**config.mk**
```make
export PLATFORM = sky130hd
export DESIGN_NAME = sparse_count_vector_decoder_core
export DESIGN_NICKNAME = d
export VERILOG_FILES = /design/src/design/scvd_pkg.sv /design/src/design/sparse_count_vector_decoder_core.sv /design/src/design/scvd_key_seen.sv /design/src/design/scvd_result_queue.sv
export SDC_FILE = /design/constraint.sdc
export NUM_CORES = 2
export LEC_CHECK = 0
export BUFFER_PORTS_ARGS = -buffer_cell sky130_fd_sc_hd__buf_4
export CAP_MARGIN = 20
export CELL_PAD_IN_SITES_DETAIL_PLACEMENT = 2
export CELL_PAD_IN_SITES_GLOBAL_PLACEMENT = 2
export CORE_MARGIN = 5
export CORE_UTILIZATION = 45
export DETAILED_ROUTE_END_ITERATION = 10
export GPL_TIMING_DRIVEN = 0
export MAX_ROUTING_LAYER = met4
export PLACE_DENSITY_LB_ADDON = 0.2
export SETUP_SLACK_MARGIN = 0.05
export SLEW_MARGIN = 20
export SYNTH_ARGS = -nofsm -noshare
export SYNTH_HDL_FRONTEND = slang
export SYNTH_SLANG_ARGS = --single-unit
export TNS_END_PERCENT = 1
```
**constraint.sdc**
```tcl
create_clock -name clk_i -period 7.8 [get_ports clk_i]
set_input_delay 0 -clock clk_i [delete_from_list [all_inputs] [get_ports clk_i]]
set_output_delay 0 -clock clk_i [all_outputs]
set_load 0.05 [all_outputs]
```
**src/design/scvd_pkg.sv**
```systemverilog
// Shared types and constants for the sparse count vector decoder.
// No dependencies; used by every module of the decoder.
`default_nettype none

package scvd_pkg;

  localparam int unsigned KEY_SLOTS_DEFAULT = 256;
  localparam int unsigned HEADER_BYTES      = 3;
  localparam int unsigned ENTRY_BYTES       = 6;
  localparam int unsigned POS_W             = 19;
  localparam int unsigned SUB_W             = 3;
  localparam int unsigned KEY_W             = 16;
  localparam int unsigned COUNT_W           = 32;
  localparam int unsigned EPOCH_W           = 8;

  localparam logic [POS_W-1:0] POS_MAX        = '1;
  localparam logic [7:0]       VERSION_RESET  = 8'd1;

  typedef enum logic [2:0] {
    STATUS_OK        = 3'd0,
    STATUS_SHORT     = 3'd1,
    STATUS_VERSION   = 3'd2,
    STATUS_LENGTH    = 3'd3,
    STATUS_BAD_KEY   = 3'd4,
    STATUS_ZERO      = 3'd5
  } status_e;

  typedef enum logic {
    KIND_ENTRY  = 1'b0,
    KIND_STATUS = 1'b1
  } kind_e;

  typedef struct packed {
    kind_e              kind;
    logic [KEY_W-1:0]   key;
    logic [COUNT_W-1:0] count;
    status_e            status;
    logic               last;
  } result_t;

  typedef struct packed {
    logic             lookup;
    logic             mark;
    logic             msg_end;
    logic [KEY_W-1:0] key;
  } seen_req_t;

endpackage

`default_nettype wire

```
**src/design/sparse_count_vector_decoder_core.sv**
```systemverilog
// Top level of the sparse count vector decoder: byte parser and entry checks.
// Depends on scvd_pkg, scvd_key_seen and scvd_result_queue.
//
// Channel   Handshake                 Payload
// input     in_valid_i / in_ready_o   data_byte_i, end_of_message_i
// output    out_valid_o / out_ready_i result_kind_o, key_number_o, count_value_o,
//                                     status_code_o, last_result_o
// config    format_version_we_i       format_version_i
//
// One byte beat is taken per cycle while the key memory is idle and the queue has room;
// its results are registered in the result queue. A four-slot result queue lets bytes
// flow while up to two results wait. After reset, and after every 255th message, the key
// memory runs a clearing pass over all KEY_SLOTS slots during which no byte is taken.
// A stalled output only stops input once fewer than two queue slots are free.
`default_nettype none

module sparse_count_vector_decoder_core #(
  parameter int unsigned KEY_SLOTS = scvd_pkg::KEY_SLOTS_DEFAULT
) (
  input  wire logic        clk_i,
  input  wire logic        rst_ni,
  input  wire logic        format_version_we_i,
  input  wire logic [7:0]  format_version_i,
  input  wire logic        in_valid_i,
  output logic             in_ready_o,
  input  wire logic [7:0]  data_byte_i,
  input  wire logic        end_of_message_i,
  output logic             out_valid_o,
  input  wire logic        out_ready_i,
  output logic             result_kind_o,
  output logic [15:0]      key_number_o,
  output logic [31:0]      count_value_o,
  output logic [2:0]       status_code_o,
  output logic             last_result_o
);

  localparam int unsigned POS_W = scvd_pkg::POS_W;
  localparam logic [POS_W-1:0] HDR = POS_W'(scvd_pkg::HEADER_BYTES);
  localparam logic [scvd_pkg::SUB_W-1:0] SUB_LAST =
    scvd_pkg::SUB_W'(scvd_pkg::ENTRY_BYTES - 1);

  logic [7:0]                   fmt_q;
  logic [POS_W-1:0]             pos_q, pos_d;
  logic [15:0]                  decl_q, decl_d;
  logic                         vm_q, vm_d;
  logic [scvd_pkg::SUB_W-1:0]   sub_q, sub_d;
  logic [15:0]                  ent_q, ent_d;
  scvd_pkg::status_e            err_q, err_d;
  logic [39:0]                  sh_q;

  logic                         acc;
  logic                         in_body;
  logic                         vm_now;
  logic [15:0]                  decl_now;
  logic [15:0]                  entry_key;
  logic [31:0]                  entry_cnt;
  logic                         key_in_range;
  logic                         emit;
  logic [POS_W-1:0]             pos_inc;
  logic [POS_W-1:0]             expected;
  scvd_pkg::status_e            status;
  logic                         seen;
  logic                         busy;
  logic                         room;
  scvd_pkg::seen_req_t          seen_req;
  scvd_pkg::result_t            entry_res, status_res, first_res, out_res;

  assign in_ready_o = room & ~busy;
  assign acc        = in_valid_i & in_ready_o;

  always_comb begin
    vm_now   = (pos_q == '0) ? (data_byte_i == fmt_q) : vm_q;
    decl_now = decl_q;
    if (pos_q == POS_W'(1)) begin
      decl_now = {decl_q[15:8], data_byte_i};
    end else if (pos_q == POS_W'(2)) begin
      decl_now = {data_byte_i, decl_q[7:0]};
    end
    in_body      = (pos_q >= HDR) && (pos_q != scvd_pkg::POS_MAX) && (ent_q < decl_q);
    entry_key    = sh_q[15:0];
    entry_cnt    = {data_byte_i, sh_q[39:16]};
    key_in_range = {1'b0, entry_key} < 17'(KEY_SLOTS);

    err_d = err_q;
    emit  = 1'b0;
    if (in_body && (sub_q == SUB_LAST) && vm_q && (err_q == scvd_pkg::STATUS_OK)) begin
      if (!key_in_range || seen) begin
        err_d = scvd_pkg::STATUS_BAD_KEY;
      end else if (entry_cnt == '0) begin
        err_d = scvd_pkg::STATUS_ZERO;
      end else begin
        emit = 1'b1;
      end
    end

    pos_inc  = (pos_q == scvd_pkg::POS_MAX) ? pos_q : pos_q + 1'b1;
    expected = HDR + POS_W'({decl_now, 2'b00}) + POS_W'({decl_now, 1'b0});
    if (pos_inc < HDR) begin
      status = scvd_pkg::STATUS_SHORT;
    end else if (!vm_now) begin
      status = scvd_pkg::STATUS_VERSION;
    end else if (pos_inc != expected) begin
      status = scvd_pkg::STATUS_LENGTH;
    end else begin
      status = err_d;
    end

    pos_d  = pos_inc;
    decl_d = decl_now;
    vm_d   = vm_now;
    sub_d  = sub_q;
    ent_d  = ent_q;
    if (in_body) begin
      if (sub_q == SUB_LAST) begin
        sub_d = '0;
        ent_d = ent_q + 1'b1;
      end else begin
        sub_d = sub_q + 1'b1;
      end
    end
    if (end_of_message_i) begin
      pos_d  = '0;
      decl_d = '0;
      vm_d   = 1'b0;
      sub_d  = '0;
      ent_d  = '0;
      err_d  = scvd_pkg::STATUS_OK;
    end
  end

  always_comb begin
    seen_req.lookup  = acc & in_body & (sub_q == scvd_pkg::SUB_W'(1));
    seen_req.mark    = acc & emit;
    seen_req.msg_end = acc & end_of_message_i;
    seen_req.key     = seen_req.lookup ? {data_byte_i, sh_q[39:32]} : entry_key;
  end

  always_comb begin
    entry_res.kind    = scvd_pkg::KIND_ENTRY;
    entry_res.key     = entry_key;
    entry_res.count   = entry_cnt;
    entry_res.status  = scvd_pkg::STATUS_OK;
    entry_res.last    = 1'b0;
    status_res.kind   = scvd_pkg::KIND_STATUS;
    status_res.key    = '0;
    status_res.count  = '0;
    status_res.status = status;
    status_res.last   = 1'b1;
    first_res         = emit ? entry_res : status_res;
  end

  always_ff @(posedge clk_i or negedge rst_ni) begin
    if (!rst_ni) begin
      fmt_q  <= scvd_pkg::VERSION_RESET;
      pos_q  <= '0;
      decl_q <= '0;
      vm_q   <= 1'b0;
      sub_q  <= '0;
      ent_q  <= '0;
      err_q  <= scvd_pkg::STATUS_OK;
    end else begin
      if (format_version_we_i) begin
        fmt_q <= format_version_i;
      end
      if (acc) begin
        pos_q  <= pos_d;
        decl_q <= decl_d;
        vm_q   <= vm_d;
        sub_q  <= sub_d;
        ent_q  <= ent_d;
        err_q  <= err_d;
      end
    end
  end

  always_ff @(posedge clk_i) begin
    if (acc && in_body) begin
      sh_q <= {data_byte_i, sh_q[39:8]};
    end
  end

  scvd_key_seen #(
    .KEY_SLOTS(KEY_SLOTS)
  ) u_key_seen (
    .clk_i  (clk_i),
    .rst_ni (rst_ni),
    .req_i  (seen_req),
    .seen_o (seen),
    .busy_o (busy)
  );

  scvd_result_queue u_result_queue (
    .clk_i         (clk_i),
    .rst_ni        (rst_ni),
    .push_first_i  (acc & (emit | end_of_message_i)),
    .push_second_i (acc & emit & end_of_message_i),
    .first_i       (first_res),
    .second_i      (status_res),
    .pop_ready_i   (out_ready_i),
    .room_o        (room),
    .out_valid_o   (out_valid_o),
    .out_o         (out_res)
  );

  assign result_kind_o = out_res.kind;
  assign key_number_o  = out_res.key;
  assign count_value_o = out_res.count;
  assign status_code_o = out_res.status;
  assign last_result_o = out_res.last;

endmodule

`default_nettype wire

```
**src/design/scvd_key_seen.sv**
```systemverilog
// Per-message key bitmap kept as an epoch-tagged memory with a clearing pass.
// Depends on scvd_pkg.
`default_nettype none

module scvd_key_seen #(
  parameter int unsigned KEY_SLOTS = scvd_pkg::KEY_SLOTS_DEFAULT
) (
  input  wire logic               clk_i,
  input  wire logic               rst_ni,
  input  wire scvd_pkg::seen_req_t req_i,
  output logic                    seen_o,
  output logic                    busy_o
);

  localparam int unsigned IDX_W = (KEY_SLOTS > 1) ? $clog2(KEY_SLOTS) : 1;
  localparam logic [IDX_W-1:0] IDX_LAST = IDX_W'(KEY_SLOTS - 1);
  localparam logic [scvd_pkg::EPOCH_W-1:0] EPOCH_MAX = '1;
  localparam logic [scvd_pkg::EPOCH_W-1:0] EPOCH_FIRST = scvd_pkg::EPOCH_W'(1);

  logic [scvd_pkg::EPOCH_W-1:0] mem [KEY_SLOTS];
  logic [scvd_pkg::EPOCH_W-1:0] rd_q;
  logic [scvd_pkg::EPOCH_W-1:0] epoch_q;
  logic                         busy_q;
  logic [IDX_W-1:0]             clr_q;
  logic [IDX_W-1:0]             idx;
  logic                         in_range;

  assign idx      = req_i.key[IDX_W-1:0];
  assign in_range = {1'b0, req_i.key} < (scvd_pkg::KEY_W + 1)'(KEY_SLOTS);
  assign seen_o   = (rd_q == epoch_q);
  assign busy_o   = busy_q;

  always_ff @(posedge clk_i) begin
    if (busy_q) begin
      mem[clr_q] <= '0;
    end else if (req_i.mark && in_range) begin
      mem[idx] <= epoch_q;
    end
    if (req_i.lookup && in_range) begin
      rd_q <= mem[idx];
    end
  end

  always_ff @(posedge clk_i or negedge rst_ni) begin
    if (!rst_ni) begin
      busy_q  <= 1'b1;
      clr_q   <= '0;
      epoch_q <= EPOCH_FIRST;
    end else if (busy_q) begin
      clr_q <= clr_q + 1'b1;
      if (clr_q == IDX_LAST) begin
        busy_q <= 1'b0;
      end
    end else if (req_i.msg_end) begin
      if (epoch_q == EPOCH_MAX) begin
        epoch_q <= EPOCH_FIRST;
        busy_q  <= 1'b1;
        clr_q   <= '0;
      end else begin
        epoch_q <= epoch_q + 1'b1;
      end
    end
  end

endmodule

`default_nettype wire

```
**src/design/scvd_result_queue.sv**
```systemverilog
// Four-slot result queue that takes up to two results per beat.
// Depends on scvd_pkg.
`default_nettype none

module scvd_result_queue (
  input  wire logic             clk_i,
  input  wire logic             rst_ni,
  input  wire logic             push_first_i,
  input  wire logic             push_second_i,
  input  wire scvd_pkg::result_t first_i,
  input  wire scvd_pkg::result_t second_i,
  input  wire logic             pop_ready_i,
  output logic                  room_o,
  output logic                  out_valid_o,
  output scvd_pkg::result_t     out_o
);

  scvd_pkg::result_t slots_q [4];
  logic [1:0] wr_q;
  logic [1:0] rd_q;
  logic [2:0] cnt_q;
  logic       pop;
  logic [2:0] cnt_d;

  assign out_valid_o = (cnt_q != 3'd0);
  assign out_o       = slots_q[rd_q];
  assign room_o      = (cnt_q <= 3'd2);
  assign pop         = out_valid_o & pop_ready_i;
  assign cnt_d       = cnt_q + {2'b00, push_first_i} + {2'b00, push_second_i}
                       - {2'b00, pop};

  always_ff @(posedge clk_i) begin
    if (push_first_i) begin
      slots_q[wr_q] <= first_i;
    end
    if (push_second_i) begin
      slots_q[wr_q + 2'd1] <= second_i;
    end
  end

  always_ff @(posedge clk_i or negedge rst_ni) begin
    if (!rst_ni) begin
      wr_q  <= '0;
      rd_q  <= '0;
      cnt_q <= '0;
    end else begin
      wr_q  <= wr_q + {1'b0, push_first_i} + {1'b0, push_second_i};
      rd_q  <= rd_q + {1'b0, pop};
      cnt_q <= cnt_d;
    end
  end

endmodule

`default_nettype wire
```
==> impl_results.md <==
* Status: finished with violations
* Failing checks: max-capacitance violations, max-slew violations, negative setup slack
* Critical path required time at 8.37 ns
* Total Nets Final at 7,968
* Gpl congestion at 1.00
* Post-DP HPWL at 307,000 um
* Setup Crit Path Kind: flip-flop to flip-flop
* Clock Skews at 0.0962 ns
* Clock buffer depth at 4
* GR Overflow Total at 0
* Most used DFF post-synth: edfxtp_1
* FF+latch count, synth at 2,394
* Horiz. Die Dim at 474 um
* Worst-Margin Slew at 1.52 ns
* Util after Layout at 0.522
* Detailed-route DRC error count at 0
* Global-route wire length before repair at 632,000 um
* Syn nets at 7,500
* Most used cell, CP: buf_2
* Post-synthesis average cell area at 13.0 um2
* Layout cell share with drive strength beyond 1 at 0.108
* Max Clock Freq at 123 MHz
* HP Class: primary input to flip-flop
* CP Launch Point: pos_q[1]
* Crit path max fanout at 10
* Synth top area cells: edfxtp_1, nand2_1, dfxtp_1
* Yosys top cell area share at 0.653
* Slowest Stage Delay on Critical Path at 1.05 ns
* Crit share post-route at 1.04
* DRT iter0 DRCs at 10,600
* HP Start: format_version_we_i
* WP data arrival at 8.68 ns
* Clk_lat worst skew at 1.00 ns
* Post-route non-filler standard cell count at 11,000
* Most frequent cells in the layout: edfxtp_1, nand2_1, nand3_1
* Commonest non-fill, non-tap cell in the layout: edfxtp_1
* CTS tree: yes
* Full die area at 0.225 mm2
* Starting Density at 0.452
* Leakage at 0.0402 uW
* Pre-antenna DRT Iters at 9
* Final hold viol count at 0
* Mean routed wirelength per cell at 42.4 um
* Aggregate routed wire length at 466,000 um
* Post-synth EDFFs at 2,108
* CTS Buf Count at 276
* Die height at 474 um
* Critical path startpoint category: flip-flop
* Cell area after placement at 0.103 mm2
* Tmin final at 8.11 ns
* Cell area after layout at 0.112 mm2
* CORE AREA at 0.215 mm2
* Standard-cell row count at 170
* Dpl cells at 10,400
* Via density at 6.76
* # Max-Cap Violations at 1
* Vias in the first global route at 77,900
* Crit end category: flip-flop
* Post-DRT Antenna Nets at 0
* Tot Pwr at 39,200 uW
* Pwr dens at 350 mW/mm2
* Largest net degree at the start of global routing at 88
* Total GRT Usage at 0.416
* Io pins at 77
* Vias at 74,300
* Seq/Total Area, Yosys at 0.717
* Fin. max-slew vios at 9
* Worst path cell trace: ha_1 -> nand3_1 -> nor4_2 -> a2111oi_2 -> nand4_2 -> buf_2 -> buf_2 -> nand3b_1 -> nand2_1 -> buf_2 -> clkbuf_1 -> nand3_1 -> o2111ai_2 -> a41oi_1 -> nor4_2
* Num Clock Sinks at 2,394
* CTS clk-pin slew, worst paths at 0.07 ns
* Root buffer cell: clkbuf_16
* FFs w/ async S/R, synth at 0.0376
* Initial antenna violation count at 35
* Worst R2R Start: pos_q[1]
* Critical path's slowest cell: nor4_2
* Final setup viols at 135
* Synth area leader: edfxtp_1
* Syn-to-layout area delta at 15.5%
* Post-Synthesis Cells at 7,433
* H-tree levels at 5
* Worst setup margin at -0.312 ns
* Port bufs at 74
* Maximum VDD drop at 0.259 mV
* Slew headroom at -0.0194
* Cell variety after synth at 85
* Synthesis Warnings at 0
* Mapped Area at 0.0970 mm2
* Hold slack final at 0.192 ns
==> metal layers <==
metal  part of all wire  GRT usage
met5                  0          -
met4              0.095      0.310
met3               0.11      0.120
met2               0.45      0.631
met1               0.34      0.470
==> critical path: cells and delay by family (launching register included) <==
kind / cells / cell delay [ns]
and+or+nand+nor: 7 / 3.57
buffers and inverters: 4 / 2.18
DFF: 1 / 0.51
adders and majority gates: 1 / 0.28
AOI/OAI and AO/OA: 3 / 1.15
==> sequential cells by signal, indices dropped and copies added (netlist names), 16 cells and up <==
signal	flops
u_result_queue.slots_q	208
sh_q	40
decl_q	16
u_key_seen.mem	2048
ent_q	16
pos_q	19
==> final cells by class <==
class / instances / area (um2)
fill: 20100 / 103000
sequential: 2394 / 69500
multi-input combinational: 4499 / 25700
clock buffer: 363 / 7530
tap: 2838 / 3550
timing repair buffer: 190 / 2530
buffer: 492 / 2100
clock inverter: 108 / 803
inverter: 48 / 180
antenna: 56 / 140
==> synthesized netlist by cell type (25+ instances only) <==
master     instances
edfxtp_1        2108
nand2_1         1504
nand3_1          671
nor2_1           644
clkbuf_1         334
mux2i_1          308
a21oi_1          281
dfxtp_1          196
o2111ai_1        133
buf_2            119
nand4_1          112
a221oi_1          96
a32oi_1           94
dfrtp_1           87
o21ai_0           66
xnor2_1           60
and3_1            52
mux4_2            52
nor3_1            50
inv_1             46
ha_1              41
buf_1             35
nor4_1            27
a41oi_1           25
==> logic make-up after synthesis <==
| kind of cell | after synthesis | synth area share |
|---|---|---|
| XOR/XNOR | 85 | 0.00796 |
| flip-flops | 2394 | 0.717 |
| adder cells (fa/ha/maj) | 45 | 0.00612 |
| multiplexers | 383 | 0.0465 |
| AND/OR/NAND/NOR | 3158 | 0.140 |
| buffers and inverters | 540 | 0.0226 |
| AO/OA/AOI/OAI | 828 | 0.0601 |
==> final timing paths <==
path | to | slack, ns | cells past startpoint
max | u_key_seen.rd_q[3] | -0.31 | 15
min | fmt_q[5] | 0.19 | 3
max reg2reg | u_key_seen.rd_q[3] | -0.31 | 15
min reg2reg | sh_q[3] | 0.46 | 0
max in group asynchronous | u_key_seen.epoch_q[4] | 7.01 | 4
min in group asynchronous | fmt_q[0] | 0.20 | 3
==> power by group <==
group | leakage (uW) | switching, uW | internal [uW]
clock network | 0.00407 | 5650 | 7170
registers | 0.0247 | 247 | 14000
logic | 0.0114 | 9550 | 2600
==> per-stage QoR <==
step	setup WS, ns	TNS (ns)
floorplan	1.04	0
CTS	0.0232	0
detailed placement	0.126	0
finish	-0.312	-18.64
global route	-0.0663	-0.0663
global placement	-5.95	-
==> timing repair <==
item	in CTS	in global routing
pin swaps	0	0
gates cloned	0	0
hold endpoints to repair	186	0
setup endpoints to repair	3	26
gates resized for setup	1	7
setup buffers	0	0
hold buffers	47	0
Note: power is estimated with default switching activity, not from simulation.
